`config.mk`:
```
export PLATFORM = sky130hd
export DESIGN_NAME = key_autorepeat_long_press_unit_flat
export DESIGN_NICKNAME = d
export VERILOG_FILES = /design/src/hw/rtl/kar_pkg.sv /design/src/hw/rtl/kar_ifs.sv /design/src/hw/rtl/kar_core.sv /design/src/hw/rtl/key_autorepeat_long_press_unit.sv /design/src/flat_wrapper.sv
export SDC_FILE = /design/constraint.sdc
export NUM_CORES = 1
export LEC_CHECK = 0
export ABC_AREA = 1
export BUFFER_PORTS_ARGS = -buffer_cell sky130_fd_sc_hd__buf_2
export CELL_PAD_IN_SITES_DETAIL_PLACEMENT = 1
export CELL_PAD_IN_SITES_GLOBAL_PLACEMENT = 2
export CORE_MARGIN = 1
export CORE_UTILIZATION = 31
export DETAILED_ROUTE_END_ITERATION = 16
export PLACE_DENSITY_LB_ADDON = 0.1
export SYNTH_ARGS = -nofsm -noshare
export SYNTH_HDL_FRONTEND = slang
export SYNTH_SLANG_ARGS = --single-unit
```
`constraint.sdc`:
```
create_clock -name i_clk -period 10.4 [get_ports i_clk]
set_input_delay 1.04 -clock i_clk [delete_from_list [all_inputs] [get_ports i_clk]]
set_output_delay 1.04 -clock i_clk [all_outputs]
set_load 0.1 [all_outputs]
```
`src/hw/rtl/kar_pkg.sv`:
```
// kar_pkg: shared types and constants for the key auto-repeat / long-press unit
// used by the channel interfaces, kar_core and the top level

package kar_pkg;

    // field widths
    localparam int unsigned KEYS_W  = 32;
    localparam int unsigned TIME_W  = 64;
    localparam int unsigned DELAY_W = 32;
    localparam int unsigned THRESH_W = 8;
    localparam int unsigned CNT_W   = 8;
    localparam int unsigned KIND_W  = 2;
    localparam int unsigned CFG_IDX_W  = 2;
    localparam int unsigned CFG_DATA_W = 32;

    // register reset values
    localparam logic [DELAY_W-1:0]  DELAY_RST  = DELAY_W'(250 * 1000);
    localparam logic [THRESH_W-1:0] THRESH_RST = THRESH_W'(8);
    localparam logic [KEYS_W-1:0]   MASK_RST   = 32'h0003_0000;

    // saturation limit of the repeat counter
    localparam logic [CNT_W-1:0] CNT_MAX = '1;

    // event codes
    typedef enum logic [KIND_W-1:0] {
        EV_PRESSED  = 2'd0,
        EV_RELEASED = 2'd1,
        EV_LONG     = 2'd2,
        EV_REPEAT   = 2'd3
    } t_event_kind;

    // configuration register indexes
    typedef enum logic [CFG_IDX_W-1:0] {
        CFG_DELAY  = 2'd0,
        CFG_THRESH = 2'd1,
        CFG_MASK   = 2'd2
    } t_cfg_idx;

    // one poll of the button latch
    typedef struct packed {
        logic [KEYS_W-1:0] make_bits;
        logic [KEYS_W-1:0] break_bits;
        logic [KEYS_W-1:0] held_bits;
        logic [TIME_W-1:0] now_us;
    } t_poll;

    // configuration as seen by the core
    typedef struct packed {
        logic [DELAY_W-1:0]  repeat_delay_us;
        logic [THRESH_W-1:0] long_press_threshold;
        logic [KEYS_W-1:0]   ignore_mask;
    } t_cfg;

    // outcome of one poll
    typedef struct packed {
        logic              valid;
        t_event_kind       kind;
        logic [KEYS_W-1:0] key_snapshot;
    } t_result;

endpackage

```
`src/hw/rtl/kar_ifs.sv`:
```
// kar_poll_if / kar_event_if: valid-ready channels of the key auto-repeat unit
// depends on kar_pkg for field widths

interface kar_poll_if;
    import kar_pkg::*;

    logic              valid;
    logic              ready;
    logic [KEYS_W-1:0] make_bits;
    logic [KEYS_W-1:0] break_bits;
    logic [KEYS_W-1:0] held_bits;
    logic [TIME_W-1:0] now_us;

    modport source (output valid, make_bits, break_bits, held_bits, now_us, input ready);
    modport sink   (input valid, make_bits, break_bits, held_bits, now_us, output ready);
endinterface

interface kar_event_if;
    import kar_pkg::*;

    logic              valid;
    logic              ready;
    logic [KIND_W-1:0] event_kind;
    logic [KEYS_W-1:0] key_snapshot;

    modport source (output valid, event_kind, key_snapshot, input ready);
    modport sink   (input valid, event_kind, key_snapshot, output ready);
endinterface

```
`src/hw/rtl/kar_core.sv`:
```
// kar_core: key-down state, repeat timer and repeat counter; decides at most one event per poll
// depends on kar_pkg; state advances only when the top level retires the poll (i_fire)

module kar_core (
    input  logic            i_clk,
    input  logic            i_rst_n,
    input  kar_pkg::t_poll  i_poll,
    input  kar_pkg::t_cfg   i_cfg,
    input  logic            i_fire,
    output kar_pkg::t_result o_res
);
    import kar_pkg::*;

    logic              r_key_down, n_key_down;
    logic [KEYS_W-1:0] r_stored, n_stored;
    logic [TIME_W-1:0] r_next_time, n_next_time;
    logic [CNT_W-1:0]  r_repeat_cnt, n_repeat_cnt;

    logic [TIME_W-1:0] rearm_time;
    logic              time_due;
    logic              keys_held;

    // shared datapath: re-arm sum, timer compare, held-key test
    assign rearm_time = i_poll.now_us + TIME_W'(i_cfg.repeat_delay_us);
    assign time_due   = (i_poll.now_us >= r_next_time);
    assign keys_held  = ((i_poll.held_bits & ~i_cfg.ignore_mask) != '0);

    // event decision, press has priority over release over repeat
    always_comb begin
        n_key_down   = r_key_down;
        n_stored     = r_stored;
        n_next_time  = r_next_time;
        n_repeat_cnt = r_repeat_cnt;
        o_res.valid  = 1'b0;
        o_res.kind   = EV_PRESSED;
        if (i_poll.make_bits != '0) begin
            n_stored     = i_poll.held_bits;
            n_repeat_cnt = '0;
            n_next_time  = rearm_time;
            n_key_down   = 1'b1;
            o_res.valid  = 1'b1;
            o_res.kind   = EV_PRESSED;
        end else if (i_poll.break_bits != '0) begin
            if (r_key_down) begin
                n_next_time = '0;
                n_key_down  = 1'b0;
                o_res.valid = 1'b1;
                o_res.kind  = (r_repeat_cnt >= i_cfg.long_press_threshold) ?
                              EV_LONG : EV_RELEASED;
            end
        end else if (keys_held && r_key_down && time_due) begin
            if (r_repeat_cnt != CNT_MAX) begin
                n_repeat_cnt = r_repeat_cnt + CNT_W'(1);
            end
            n_next_time = rearm_time;
            o_res.valid = 1'b1;
            o_res.kind  = EV_REPEAT;
        end
        o_res.key_snapshot = n_stored;
    end

    // state registers
    always_ff @(posedge i_clk) begin
        if (!i_rst_n) begin
            r_key_down   <= 1'b0;
            r_stored     <= '0;
            r_next_time  <= '0;
            r_repeat_cnt <= '0;
        end else if (i_fire) begin
            r_key_down   <= n_key_down;
            r_stored     <= n_stored;
            r_next_time  <= n_next_time;
            r_repeat_cnt <= n_repeat_cnt;
        end
    end

    // a press always leaves the unit in key-down mode with a cleared count
    a_press_arms: assert property (@(posedge i_clk) disable iff (!i_rst_n)
        i_fire && (i_poll.make_bits != '0) |=> r_key_down && (r_repeat_cnt == '0))
        else $error("press did not arm key-down mode");

    // the repeat count only moves upward between presses
    a_cnt_monotonic: assert property (@(posedge i_clk) disable iff (!i_rst_n)
        i_fire && (i_poll.make_bits == '0) |=> r_repeat_cnt >= $past(r_repeat_cnt))
        else $error("repeat count went down without a press");

    // a repeat or release event needs the key to be down
    a_event_needs_down: assert property (@(posedge i_clk) disable iff (!i_rst_n)
        o_res.valid && (o_res.kind != EV_PRESSED) |-> r_key_down)
        else $error("event reported while idle");

    // leaving key-down mode clears the repeat timer
    a_release_clears: assert property (@(posedge i_clk) disable iff (!i_rst_n)
        i_fire && r_key_down && !n_key_down |=> r_next_time == '0)
        else $error("release left the repeat timer armed");

endmodule

```
`src/hw/rtl/key_autorepeat_long_press_unit.sv`:
```
// key_autorepeat_long_press_unit: top level of the key auto-repeat / long-press unit
// depends on kar_pkg, kar_poll_if / kar_event_if and kar_core
//
//  channel   dir  handshake     word
//  i_in      in   valid/ready   make_bits, break_bits, held_bits, now_us
//  o_out     out  valid/ready   event_kind, key_snapshot
//  i_cfg_*   in   write enable  index, 32-bit data (no read-back)
//
// one poll per cycle sustained while the result slot frees; the event word is offered
// after the poll is accepted (input register, then event logic into the result register)
// reset (synchronous, active low) puts the unit idle with register defaults
// a poll that gives no event retires even while a result waits downstream;
// a poll that gives an event waits in the input register until the result slot frees

module key_autorepeat_long_press_unit (
    input  logic                               i_clk,
    input  logic                               i_rst_n,
    kar_poll_if.sink                           i_in,
    kar_event_if.source                        o_out,
    input  logic                               i_cfg_we,
    input  logic [kar_pkg::CFG_IDX_W-1:0]      i_cfg_idx,
    input  logic [kar_pkg::CFG_DATA_W-1:0]     i_cfg_data
);
    import kar_pkg::*;

    t_cfg    r_cfg;
    logic    r_in_valid;
    t_poll   r_in;
    logic    r_out_valid;
    t_event_kind       r_out_kind;
    logic [KEYS_W-1:0] r_out_keys;

    t_result core_res;
    logic    slot_free;
    logic    fire;

    // configuration registers
    always_ff @(posedge i_clk) begin
        if (!i_rst_n) begin
            r_cfg.repeat_delay_us      <= DELAY_RST;
            r_cfg.long_press_threshold <= THRESH_RST;
            r_cfg.ignore_mask          <= MASK_RST;
        end else if (i_cfg_we) begin
            unique case (i_cfg_idx)
                CFG_DELAY:  r_cfg.repeat_delay_us      <= i_cfg_data[DELAY_W-1:0];
                CFG_THRESH: r_cfg.long_press_threshold <= i_cfg_data[THRESH_W-1:0];
                CFG_MASK:   r_cfg.ignore_mask          <= i_cfg_data[KEYS_W-1:0];
                default: ;
            endcase
        end
    end

    // pipeline advance
    assign slot_free  = !r_out_valid || o_out.ready;
    assign fire       = r_in_valid && (!core_res.valid || slot_free);
    assign i_in.ready = !r_in_valid || fire;

    // input register
    always_ff @(posedge i_clk) begin
        if (!i_rst_n) begin
            r_in_valid <= 1'b0;
        end else if (i_in.ready) begin
            r_in_valid <= i_in.valid;
        end
    end

    always_ff @(posedge i_clk) begin
        if (i_in.valid && i_in.ready) begin
            r_in.make_bits  <= i_in.make_bits;
            r_in.break_bits <= i_in.break_bits;
            r_in.held_bits  <= i_in.held_bits;
            r_in.now_us     <= i_in.now_us;
        end
    end

    // event logic and key state
    kar_core u_core (
        .i_clk   (i_clk),
        .i_rst_n (i_rst_n),
        .i_poll  (r_in),
        .i_cfg   (r_cfg),
        .i_fire  (fire),
        .o_res   (core_res)
    );

    // result register
    always_ff @(posedge i_clk) begin
        if (!i_rst_n) begin
            r_out_valid <= 1'b0;
        end else if (fire && core_res.valid) begin
            r_out_valid <= 1'b1;
        end else if (o_out.ready) begin
            r_out_valid <= 1'b0;
        end
    end

    always_ff @(posedge i_clk) begin
        if (fire && core_res.valid) begin
            r_out_kind <= core_res.kind;
            r_out_keys <= core_res.key_snapshot;
        end
    end

    assign o_out.valid        = r_out_valid;
    assign o_out.event_kind   = r_out_kind;
    assign o_out.key_snapshot = r_out_keys;

endmodule

```
`src/flat_wrapper.sv`:
```
// flat-port wrapper written by rule: the top's interface ports become plain ports
module key_autorepeat_long_press_unit_flat import kar_pkg::*;
  (i_clk, i_rst_n, i_cfg_we, i_cfg_idx, i_cfg_data, i_in_valid, i_in_make_bits, i_in_break_bits, i_in_held_bits, i_in_now_us, i_in_ready, o_out_valid, o_out_event_kind, o_out_key_snapshot, o_out_ready);
  kar_poll_if i_in_i ();
  kar_event_if o_out_i ();
  input  logic i_clk;
  input  logic i_rst_n;
  input  logic i_cfg_we;
  input  logic [kar_pkg::CFG_IDX_W-1:0] i_cfg_idx;
  input  logic [kar_pkg::CFG_DATA_W-1:0] i_cfg_data;
  input wire logic [$bits(i_in_i.valid)-1:0] i_in_valid;
  input wire logic [$bits(i_in_i.make_bits)-1:0] i_in_make_bits;
  input wire logic [$bits(i_in_i.break_bits)-1:0] i_in_break_bits;
  input wire logic [$bits(i_in_i.held_bits)-1:0] i_in_held_bits;
  input wire logic [$bits(i_in_i.now_us)-1:0] i_in_now_us;
  output wire logic [$bits(i_in_i.ready)-1:0] i_in_ready;
  output wire logic [$bits(o_out_i.valid)-1:0] o_out_valid;
  output wire logic [$bits(o_out_i.event_kind)-1:0] o_out_event_kind;
  output wire logic [$bits(o_out_i.key_snapshot)-1:0] o_out_key_snapshot;
  input wire logic [$bits(o_out_i.ready)-1:0] o_out_ready;
  assign i_in_i.valid = i_in_valid;
  assign i_in_i.make_bits = i_in_make_bits;
  assign i_in_i.break_bits = i_in_break_bits;
  assign i_in_i.held_bits = i_in_held_bits;
  assign i_in_i.now_us = i_in_now_us;
  assign i_in_ready = i_in_i.ready;
  assign o_out_valid = o_out_i.valid;
  assign o_out_event_kind = o_out_i.event_kind;
  assign o_out_key_snapshot = o_out_i.key_snapshot;
  assign o_out_i.ready = o_out_ready;
  key_autorepeat_long_press_unit u_core (.i_clk(i_clk), .i_rst_n(i_rst_n), .i_in(i_in_i), .o_out(o_out_i), .i_cfg_we(i_cfg_we), .i_cfg_idx(i_cfg_idx), .i_cfg_data(i_cfg_data));
endmodule
```
== Word level (Yosys, flattened, before mapping) ==
Index checks and enable logic that the tools add are counted.

* Add/sub/neg operators: 2
* Order comparisons: 2
* Eq/ne operators: 5
* Multiplexer cells: 18
* Bitwise operators: 2
* Reduce and logical (&&, ||, !) cells: 26

{| class="wikitable"
|+ Operators by type and width
! kind !! count
|-
| two-way mux 64 bit || 4
|-
| nonzero test 32 bit || 3
|-
| adder 64 x 32 -> 64 bit || 1
|-
| >= comparator 64 bit || 1
|-
| bitwise AND 32 bit || 1
|-
| two-way mux 32 bit || 1
|-
| two-way mux 8 bit || 4
|-
| inverter 32 bit || 1
|-
| two-way mux 3 bit || 4
|-
| adder 8 x 1 -> 8 bit (second input constant) || 1
|-
| >= comparator 8 bit || 1
|-
| inequality test 8 bit (second input constant) || 1
|-
| AND reduction 2 bit || 4
|-
| nonzero test 2 bit || 4
|-
| logical AND 1 bit || 5
|-
| two-way mux 1 bit || 4
|-
| AND reduction 4 bit || 1
|-
| zero test 1 bit || 3
|-
| logical OR 1 bit || 3
|-
| inequality test 3 bit (second input constant) || 1
|-
| AND reduction 3 bit || 1
|-
| nonzero test 3 bit || 1
|-
| equality test 2 x 1 -> 1 bit (second input constant) || 1
|-
| equality test 2 bit (second input constant) || 1
|-
| other kinds (3) || 3
|}

* Register bits after elaboration: 373
* Input bits: 199
* Output and inout port bits: 36

== Longest topological paths before layout ==
Gate-level depths: netlist of run 1.

* Word-level depth: 13
* Gate-level depth with buffers: 24
* Mapped depth without buffers: 23

== Cells and area by module ==
A second synthesis of run 1 with hierarchy kept.

* Cells, all modules: 2,436
* Area total of the unflattened synthesis: 19,449.9 sq um

{| class="wikitable"
|+ Modules (own cells, without submodules)
! module !! times used !! cells each !! area each (sq um) !! sequential area each (sq um)
|-
| kar_core || 1 || 1,777 || 10,501.3 || 2,102.0
|-
| key_autorepeat_long_press_unit || 1 || 659 || 8,948.6 || 7,307.0
|}

== Least setup slack after synthesis of run 1 ==
Ideal clock, no wire load.

* Path kind: reg2reg
* Start point: register u_core.r_in[57] in the netlist's numbering
* End point: register u_core.r_in[0] in the netlist's numbering, enable pin
* Data arrival time: 5.456 ns
* Setup slack: 4.432 ns
* Stages on the path, launching flop included: 15
* Buffers on the path: 0
* Clock period less this slack: 5.968 ns
* Cell sequence: edfxtp_1 > ha_1 > nand2_1 > inv_1 > o21ai_0 > nand2_1 > a21oi_1 > nand2_1 > nor2_1 > nand2_1 > nand2_2 > nand2_4 > nand3_1 > nand2_1 > inv_1

* Word-level cells in the longest chain between the ends: 10

{| class="wikitable"
|+ Ends and longest elaborated chain
! element !! line !! text
|-
| from (decl) || key_autorepeat_long_press_unit.sv:28 || <nowiki>t_poll r_in;</nowiki>
|-
| >= comparator 64 bit || kar_core.sv:25 || <nowiki>assign time_due = (i_poll.now_us >= r_next_time);</nowiki>
|-
| logical AND 1 bit || kar_core.sv:51 || <nowiki>end else if (keys_held && r_key_down && time_due) begin</nowiki>
|-
| two-way mux 3 bit || kar_core.sv:51 ||
|-
| two-way mux 3 bit || kar_core.sv:43 || <nowiki>end else if (i_poll.break_bits != '0) begin</nowiki>
|-
| two-way mux 3 bit || kar_core.sv:36 || <nowiki>if (i_poll.make_bits != '0) begin</nowiki>
|-
| zero test 1 bit || key_autorepeat_long_press_unit.sv:55 || <nowiki>assign fire = r_in_valid && (!core_res.valid || slot_free);</nowiki>
|-
| logical OR 1 bit || key_autorepeat_long_press_unit.sv:55 ||
|-
| logical AND 1 bit || key_autorepeat_long_press_unit.sv:55 ||
|-
| logical OR 1 bit || key_autorepeat_long_press_unit.sv:56 || <nowiki>assign i_in.ready = !r_in_valid || fire;</nowiki>
|-
| named net i_in_ready || flat_wrapper.sv:16 || <nowiki>output wire logic [$bits(i_in_i.ready)-1:0] i_in_ready;</nowiki>
|-
| logical AND 1 bit || key_autorepeat_long_press_unit.sv:68 || <nowiki>if (i_in.valid && i_in.ready) begin</nowiki>
|}

The timed path passes the listed nets, and every way through them passes these cells.
A chain may end at the register's enable or synchronous reset.

== Worst setup path after layout of run 1 ==
* Start point: register u_core.r_in[153] in the netlist's numbering
* End point: register u_core.u_core.r_next_time[38]

* Word-level cells in the longest chain between the ends: 6

{| class="wikitable"
|+ Ends and longest elaborated chain
! element !! line !! text
|-
| nonzero test 32 bit (*) || kar_core.sv:36 ||
|-
| two-way mux 3 bit || kar_core.sv:36 ||
|-
| zero test 1 bit || key_autorepeat_long_press_unit.sv:55 ||
|-
| logical OR 1 bit || key_autorepeat_long_press_unit.sv:55 ||
|-
| logical AND 1 bit || key_autorepeat_long_press_unit.sv:55 ||
|-
| AND reduction 3 bit (no source line) || - ||
|-
| to (signal assigned) || kar_core.sv:72 || <nowiki>r_next_time <= n_next_time;</nowiki>
|-
| to (decl) || kar_core.sv:16 || <nowiki>logic [TIME_W-1:0] r_next_time, n_next_time;</nowiki>
|}

Mark *: on every way between the ends. The rest lies on a longest branch, timed or not.

==> flow_summary.json, run 1 <==
{
  "cts.clk_slew.worst_paths_ps": 60,
  "finalCritPeriodShare_pct": 47.6,
  "hold_slack_ps": 464,
  "core_um2": 57900,
  "outcome": "completed",
  "worst_slew_pin_slew_ps": 1090,
  "ys_seq_elements": 373,
  "fin_ws_ps": 5440,
  "cap_viol_max_count": 0,
  "dp_slack_ps": 5320,
  "cts-hold-fix-buffers": 0,
  "row_count": 88,
  "clockBufferDepth": 3,
  "drt_iter0_drc": 630,
  "path_max_fanout": 71,
  "cts_setup_buffers": 0,
  "layout-drive-gt1-share_pct": 14.3,
  "yosys_warnings": 0,
  "endpoint_kind": "flip-flop",
  "required_ps": 10830,
  "synth_cells": 2090,
  "synth_top_area_share_pct": 32.0,
  "area_growth_pct": 18.0,
  "syn_area_per_cell_um2": 8.72,
  "grt_max_degree": 94,
  "tns_ps": 0,
  "grt_remaining_overflow": 0,
  "fmax_mhz": 202,
  "port_buffers": 234,
  "fillers": 6896,
  "dieWidth_um": 245,
  "die_h_um": 245,
  "leakagePower_nw": 8.79,
  "rsz0062_at_grt": "false",
  "dp_hpwl_um": 43600,
  "async_flop_share_pct": 0,
  "io_pins": 235,
  "grt_pass1_wl_um": 90300,
  "yosysUniqueCellTypes": 41,
  "initial_core_util_pct": 31.5,
  "root_buffer": "clkbuf_16",
  "htreeDepth": 2,
  "setup_viol": 0,
  "firstDrtPassIters": 4,
  "syn_area_um2": 18200,
  "tritoncts": "yes",
  "ctsResizeCount": 0,
  "worstSetupPathType": "flip-flop to flip-flop",
  "power.density_nw_per_um2": 170,
  "peakVddDrop_mv": 0.0969,
  "antenna_found_initial": 5,
  "cts_inserted_buffers": 44,
  "synth_nets": 2395,
  "synth.top_cells.by_area": "edfxtp_1 (32%), dfxtp_1 (20%), nand2_1 (8.0%)",
  "grt_pass1_vias": 15600,
  "vias_per_cell": 4.76,
  "drtAntennaViolNets": 0,
  "ff2ff_setup_slack_ps": 5440,
  "slew_headroom_pct": 27.0,
  "synth_edf_count": 194,
  "gp_congestion": 0.831,
  "hold_viol": 0,
  "clkLatencyLatePin_ps": 600,
  "cp-start-kind": "flip-flop",
  "yosysSeqAreaShare_pct": 51.6,
  "wl_per_cell_um": 18.9,
  "clock-sinks": 373,
  "synth_ff_type": "edfxtp_1",
  "vias": 14800,
  "drc": 0,
  "critPathArrivalTime_ps": 5390,
  "fin_worst_skew_ps": 23.2,
  "fin_crit_ps": 4960,
  "slew_violations": 0,
  "die_area_um2": 59800,
  "yosys.area.top_type": "edfxtp_1",
  "routed_wl_um": 58800,
  "fin_nets": 2617,
  "grt_usage_pct": 19.6,
  "min_path_type": "flip-flop to flip-flop"
}
## cell usage after synthesis (8+ instances only)
cell type	number
clkbuf_1	45
o22ai_1	16
nand4_1	21
a21oi_1	155
inv_1	221
o21ai_0	149
dfxtp_1	179
nor2_1	307
nand2_1	391
nor4_1	18
o21ai_1	11
nand3_1	71
edfxtp_1	194
nand3b_1	38
buf_6	8
ha_1	105
nor3_1	27
o21bai_1	11
nand3_2	11
buf_2	10
xor2_1	42
xnor2_1	14
## metrics by stage
stage / total power [W] / area [µm²] / cells / utilization, %
detailed placement: 0.00218 / 20100 / 3031 / 34.7
finish: 0.00366 / 21500 / 3115 / 37.2
floorplan: 0.00201 / 18200 / 2090 / -
global placement: 0.00217 / 20100 / 3031 / 34.7
CTS: 0.00373 / 21500 / 3113 / 37.1
global route: 0.00384 / 21500 / 3115 / 37.2
## logic make-up after synthesis
logic type | synth area share, %
AOI/OAI and AO/OA | 10.6
buffers and inverters | 6.51
adders and majority gates | 7.32
xor gates and xnor gates | 2.69
and+or+nand+nor | 21.3
DFF | 51.6
## final cells by class
cell class / instances / area [µm²] / share of cell area (%)
flip-flops and latches: 373 / 9410 / 43.7
multi-input cells: 1426 / 7660 / 35.6
clock buffers: 63 / 1270 / 5.93
repair buffers: 243 / 1240 / 5.76
well taps: 765 / 957 / 4.45
inverters: 224 / 848 / 3.94
clock inverters: 19 / 121 / 0.564
diodes: 2 / 5.00 / 0.0233
## metal layers
metal / global-route usage [%] / share of wire, % / vias to the layer above
li1: - / - / 7423
met1: 26.4 / 48 / 7141
met2: 32.7 / 47 / 207
met3: 3.28 / 3.6 / 63
met4: 4.76 / 1.9 / 6
met5: 0 / 0.060 / -
## path summary, 6_finish.rpt
kind | cells after the start | start | to
setup / recovery | 12 | u_core.r_in[153] | u_core.u_core.r_next_time[38]
hold / removal | 2 | u_core.u_core.r_next_time[12] | u_core.u_core.r_next_time[12]
setup reg to reg | 12 | u_core.r_in[153] | u_core.u_core.r_next_time[38]
hold reg to reg | 2 | u_core.u_core.r_next_time[12] | u_core.u_core.r_next_time[12]
## sequential cells by signal (all words and copies together), names as in the netlist, 2 cells and up
| register | count |
|---|---|
| u_core.r_in | 160 |
| u_core.o_out.key_snapshot | 32 |
| u_core.u_core.r_next_time | 64 |
| u_core.r_cfg | 72 |
| u_core.u_core.r_stored | 32 |
| u_core.o_out.event_kind | 2 |
| u_core.u_core.r_repeat_cnt | 8 |
## critical path: stages, from the launching register on
cell,delay [ps]
edfxtp_1,350
nor4_1,380
nand4_1,270
nor2_4,150
buf_4,560
inv_2,270
nor2_4,170
nand2_4,90
nand3_4,610
clkinv_2,850
buf_4,670
nand3b_1,220
a21oi_1,90
## where the power goes
part	internal [W]	total, W	switching, W
logic	0.000148	0.000452	0.000304
clock network	0.000858	0.00152	0.000658
registers	0.00164	0.00169	0.0000486
## cells in the final DEF (no fill, tap or decap), types with 3 or more instances in the layout
master / n
nand2_1: 390
nor2_1: 307
buf_2: 234
inv_1: 220
edfxtp_1: 194
dfxtp_1: 179
a21oi_1: 155
o21ai_0: 149
ha_1: 105
nand3_1: 71
clkbuf_16: 46
xor2_1: 42
nand3b_1: 38
nor3_1: 25
nand4_1: 21
nor4_1: 18
o22ai_1: 16
xnor2_1: 14
o21bai_1: 11
o21ai_1: 11
nand3_2: 11
clkbuf_1: 11
clkinv_1: 9
buf_4: 9
a21o_1: 7
o21a_1: 7
clkinv_2: 7
clkbuf_8: 6
a31oi_1: 4
nor2_4: 3
and2_1: 3
clkinvlp_4: 3
Power figures use the tool's default switching activity.
==> run 2, diff against run 1 <==
ABC_AREA = 0   (was 1)
clock period = 4.88 ns   (was 10.4 ns; I/O delays follow)
==> flow_summary.json, run 2 <==
{
  "outcome": "completed",
  "die_h_um": 237,
  "ctsResizeCount": 0,
  "clkLatencyLatePin_ps": 600,
  "drtAntennaViolNets": 0,
  "slew_headroom_pct": 17.1,
  "top_regs": "u_core.r_in: 160 flops, u_core.r_cfg: 72 flops, u_core.u_core.r_next_time: 64 flops",
  "cts-hold-fix-buffers": 0,
  "ff2ff_setup_slack_ps": 860,
  "core_um2": 54200,
  "grt_remaining_overflow": 0,
  "gp_congestion": 0.770,
  "fin_worst_skew_ps": 41.1,
  "routed_wl_um": 51300,
  "yosysUniqueCellTypes": 67,
  "switching_power_w": 0.00200,
  "worstSetupPathType": "flip-flop to output pin",
  "clock-sinks": 373,
  "cp-start-kind": "flip-flop",
  "leakagePower_nw": 8.00,
  "io_pins": 235,
  "largest_reg_flops": 160,
  "synth_commonest_cells": "nand2_1 (199), edfxtp_1 (194), dfxtp_1 (179)",
  "synth_nets": 1877,
  "regArea_um2": 9410,
  "synth.top_cells.by_area": "edfxtp_1 (34%), dfxtp_1 (21%), ha_1 (7.7%)",
  "fin_ws_ps": 601,
  "clockBufferDepth": 3,
  "grt_pass1_vias": 13200,
  "synth_most_common_cell": "nand2_1",
  "yosys_warnings": 0,
  "yosys.area.top_type": "edfxtp_1",
  "dp_slack_ps": 762,
  "syn_area_um2": 17200,
  "ys_seq_elements": 373,
  "synth_ff_type": "edfxtp_1",
  "cts.clk_slew.worst_paths_ps": 60,
  "rsz0062_at_grt": "false",
  "fmax_mhz": 234,
  "power_w": 0.00794,
  "layout-drive-gt1-share_pct": 19.1,
  "wl_per_cell_um": 20.2,
  "vias": 12600,
  "required_ps": 4390,
  "multiInputGateArea_um2": 7030,
  "fillers": 6026,
  "cts_setup_buffers": 0,
  "final_common_cell": "buf_2",
  "hold_viol": 0,
  "setup_viol": 0,
  "initial_core_util_pct": 31.6,
  "fin_crit_ps": 4280,
  "drc": 0,
  "syn_area_per_cell_um2": 10.9,
  "largest-register": "u_core.r_in",
  "cts_inserted_buffers": 47,
  "firstDrtPassIters": 5,
  "critPathArrivalTime_ps": 3790,
  "yosysSeqAreaShare_pct": 54.8,
  "cap_viol_max_count": 0,
  "tns_ps": 0,
  "grt_max_degree": 77,
  "final_util_pct": 38.1,
  "path_max_fanout": 4,
  "power.density_nw_per_um2": 384,
  "pwr-share-clk_pct": 44.9,
  "min_path_type": "primary input to flip-flop",
  "synth_top_area_share_pct": 34.0,
  "port_buffers": 234,
  "p_int_w": 0.00593,
  "dpl_cell_area_um2": 19100,
  "tritoncts": "yes",
  "fin_nets": 2110,
  "vias_per_cell": 4.95,
  "async_flop_share_pct": 0,
  "area_growth_pct": 20.4,
  "sw_frac_of_total_pct": 25.3,
  "dp_hpwl_um": 37000,
  "worst_slew_pin_slew_ps": 1240,
  "dieWidth_um": 237,
  "die_area_um2": 56300,
  "slew_violations": 0,
  "drt_iter0_drc": 591,
  "grt_usage_pct": 18.1,
  "finalCritPeriodShare_pct": 87.7,
  "combinationalPowerShare_pct": 10.2,
  "antenna_found_initial": 3,
  "root_buffer": "clkbuf_16",
  "synth_edf_count": 194,
  "final_cell_mix": "buf_2 (233), nand2_1 (199), edfxtp_1 (194)",
  "synth_cells": 1572,
  "grt_pass1_wl_um": 77800,
  "endpoint_kind": "output pin",
  "htreeDepth": 2,
  "seqPwrFrac_pct": 45.0,
  "peakVddDrop_mv": 0.292,
  "row_count": 85,
  "stdcell_area_um2": 20700
}
## run 2: cell types whose count changed after synthesis, moves of 35 or more
cell | before | now
nor2_1 | 307 | 27
nand2_1 | 391 | 199
inv_1 | 221 | 117
a21oi_1 | 155 | 61
o21ai_0 | 149 | 69
a21boi_0 | 0 | 61
nor2b_1 | 0 | 43
mux2i_1 | 0 | 40
a22o_1 | 0 | 35
nand3b_1 | 38 | 3
## run 2: power by group through the flow
stage	Combinational (W)	Clock (W)	Sequential (W)
3_5_place_dp	0.000818	0	0.00364
3_3_place_gp	0.000806	0	0.00363
6_report	0.000806	0.00356	0.00357
4_1_cts	0.000822	0.00369	0.00357
2_1_floorplan	0.000451	0	0.00369
5_1_grt	0.000898	0.00380	0.00359
## run 2: worst max-delay path, cell delays in order (launching register included)
cell and delay [ps]:
edfxtp_1 430, ha_1 330, nand4_1 140, nor4_1 560, nand3_1 340, nor4_1 340, a221oi_1 150, a21boi_2 360
o211ai_1 180, buf_2 370
## run 2: layout make-up
cell class | instances | share of cell area [%]
Antenna cell | 1 | 0.0121
Clock buffer | 64 | 6.39
Clock inverter | 23 | 1.26
Inverter | 118 | 2.14
Multi-Input combinational cell | 1014 | 34.0
Sequential cell | 373 | 45.5
Tap cell | 696 | 4.21
Timing Repair Buffer | 251 | 6.42
## run 2: path summary, 6_finish.rpt
path	startpoint	end	cells past startpoint
max	u_core.r_in[54]	i_in_ready	9
min	i_in_now_us[47]	u_core.r_in[47]	1
max reg2reg	u_core.r_in[35]	u_core.u_core.r_next_time[34]	11
min reg2reg	u_core.u_core.r_next_time[29]	u_core.u_core.r_next_time[29]	2
## run 2: through the flow
step           instances  hold WS (ps)
2_1_floorplan       1572           441
3_3_place_gp        2452           457
3_5_place_dp        2452           464
4_1_cts             2539          22.7
5_1_grt             2539          39.8
6_report            2540          59.9
## run 2: cells by family after synthesis
logic type               Yosys count  share of synthesized area (%)
XOR/XNOR                          59                           3.01
flip-flops                       373                           54.8
adder cells (fa/ha/maj)          106                           7.77
multiplexers                      50                           2.99
buffers and inverters            185                           4.40
AND/OR/NAND/NOR                  430                           12.1
AO/OA/AOI/OAI                    369                           14.9
## run 2: metal layers
metal	up-vias	share of wire, %	track usage, %
met5	-	0	0
met4	0	2.1	5.04
met3	65	3.6	2.66
met2	210	46	29.2
met1	6126	48	25.3
li1	6174	-	-
==> run 3, diff against run 2 <==
GPL_ROUTABILITY_DRIVEN = 0   (was unset)
PLACE_DENSITY = 0.72   (was unset)
PLACE_DENSITY_LB_ADDON = unset   (was 0.1)
==> flow_summary.json, run 3 (synthesis gave the netlist of run 2 again) <==
{
  "outcome": "completed",
  "path_max_fanout": 4,
  "dpl_cell_area_um2": 19100,
  "clockBufferDepth": 3,
  "stdcell_area_um2": 20600,
  "grt_max_degree": 81,
  "slew_headroom_pct": 20.9,
  "power.density_nw_per_um2": 377,
  "critical_path_depth": 9,
  "slowest_delay_ps": 520,
  "cts_setup_buffers": 0,
  "die_area_um2": 56300,
  "tns_ps": 0,
  "endpoint_kind": "output pin",
  "worstSetupPathType": "flip-flop to output pin",
  "io_pins": 235,
  "largest_reg_flops": 160,
  "reg2regPathDepth": 10,
  "initial_core_util_pct": 31.6,
  "clkLatencyLatePin_ps": 580,
  "port_buffers": 234,
  "largest-register": "u_core.r_in",
  "layout-drive-gt1-share_pct": 18.4,
  "cap_viol_max_count": 0,
  "firstDrtPassIters": 5,
  "row_count": 85,
  "rsz0062_at_grt": "false",
  "required_ps": 4390,
  "setup_viol": 0,
  "routed_wl_um": 51000,
  "slew_violations": 0,
  "root_buffer": "clkbuf_16",
  "min_path_type": "primary input to flip-flop",
  "core_um2": 54200,
  "area_growth_pct": 19.9,
  "top_regs": "u_core.r_in: 160 flops, u_core.r_cfg: 72 flops, u_core.u_core.r_next_time: 64 flops",
  "fillers": 6026,
  "die_h_um": 237,
  "dieWidth_um": 237,
  "fin_nets": 2109,
  "grt_usage_pct": 18.1,
  "fin_crit_ps": 4210,
  "cp-start-kind": "flip-flop",
  "leakagePower_nw": 7.95,
  "cp_top_family": "compound AO/OA/AOI/OAI gates",
  "drc": 0,
  "dp_hpwl_um": 37300,
  "hold_depth": 1,
  "drt_iter0_drc": 473,
  "final_common_cell": "buf_2",
  "cpMaxStageDelayCell": "buf_2",
  "grt_pass1_wl_um": 78400,
  "cts.clk_slew.worst_paths_ps": 60,
  "vias": 12600,
  "tritoncts": "yes",
  "wl_per_cell_um": 20.1,
  "clock-sinks": 373,
  "grt_pass1_vias": 13500,
  "peakVddDrop_mv": 0.256,
  "finalCritPeriodShare_pct": 86.2,
  "hold_viol": 0,
  "drtAntennaViolNets": 0,
  "ctsResizeCount": 0,
  "fmax_mhz": 238,
  "critPathBufInv": 1,
  "critPathArrivalTime_ps": 3720,
  "cts_inserted_buffers": 43,
  "antenna_found_initial": 5,
  "vias_per_cell": 4.98,
  "final_cell_mix": "buf_2 (233), nand2_1 (199), edfxtp_1 (194)",
  "grt_remaining_overflow": 0,
  "htreeDepth": 2,
  "fin_worst_skew_ps": 20.2,
  "crit_chain": "ha_1 -> a21oi_1 -> o21ai_1 -> a221o_1 -> a2111o_1 -> a211oi_2 -> a21boi_2 -> o211ai_1 -> buf_2",
  "worst_slew_pin_slew_ps": 1190,
  "cts-hold-fix-buffers": 0
}
==> run 3: changes by cell type in the layout (fill, tap and decap cells not counted), sizes merged <==
cell / change
diode: +2
bufinv: +2
clkbuf: -11
clkinv: +5
clkinvlp: -3
buf: +3
==> run 3: final cells by class <==
class / instances / area, µm² / share of cell area, %
Multi-Input combinational cell: 1014 / 7030 / 34.2
Antenna cell: 3 / 7.51 / 0.0365
Tap cell: 696 / 871 / 4.23
Timing Repair Buffer: 254 / 1350 / 6.56
Sequential cell: 373 / 9410 / 45.8
Clock buffer: 53 / 1120 / 5.46
Clock inverter: 27 / 332 / 1.61
Inverter: 118 / 443 / 2.15
==> run 3: stage by stage <==
stage          power (W)  hold slack (ps)  worst slack [ps]  util [%]  instances
2_1_floorplan    0.00414              441             -1260         -       1572
3_3_place_gp     0.00443              453               984      35.2       2455
3_5_place_dp     0.00445              461               847      35.2       2455
4_1_cts          0.00786             47.2               579      37.9       2535
5_1_grt          0.00806             55.7               429      37.9       2537
6_report         0.00775             81.3               674      37.9       2538
==> run 3: routing by layer <==
metal	share of wire, %	track usage (%)	wire length, µm	vias to the layer above
li1	-	-	-	6172
met1	45	23.1	22900	6177
met2	49	31.3	25000	194
met3	3.5	3.11	1790	87
met4	2.5	5.53	1280	4
met5	0.051	0	26	-
==> run 3: power by group <==
part | internal [W] | switching (W)
Combinational | 0.000298 | 0.000507
Clock | 0.00201 | 0.00136
Sequential | 0.00348 | 0.0000953
Total | 0.00579 | 0.00196
==> run 3: path summary, 6_finish.rpt <==
path / endpoint / from / slack (ps)
max reg2reg: u_core.r_in[110] / u_core.r_in[33] / 910
min: u_core.r_in[129] / i_in_make_bits[1] / 80
max: i_in_ready / u_core.r_in[33] / 670
min reg2reg: u_core.r_cfg[10] / u_core.r_cfg[10] / 470
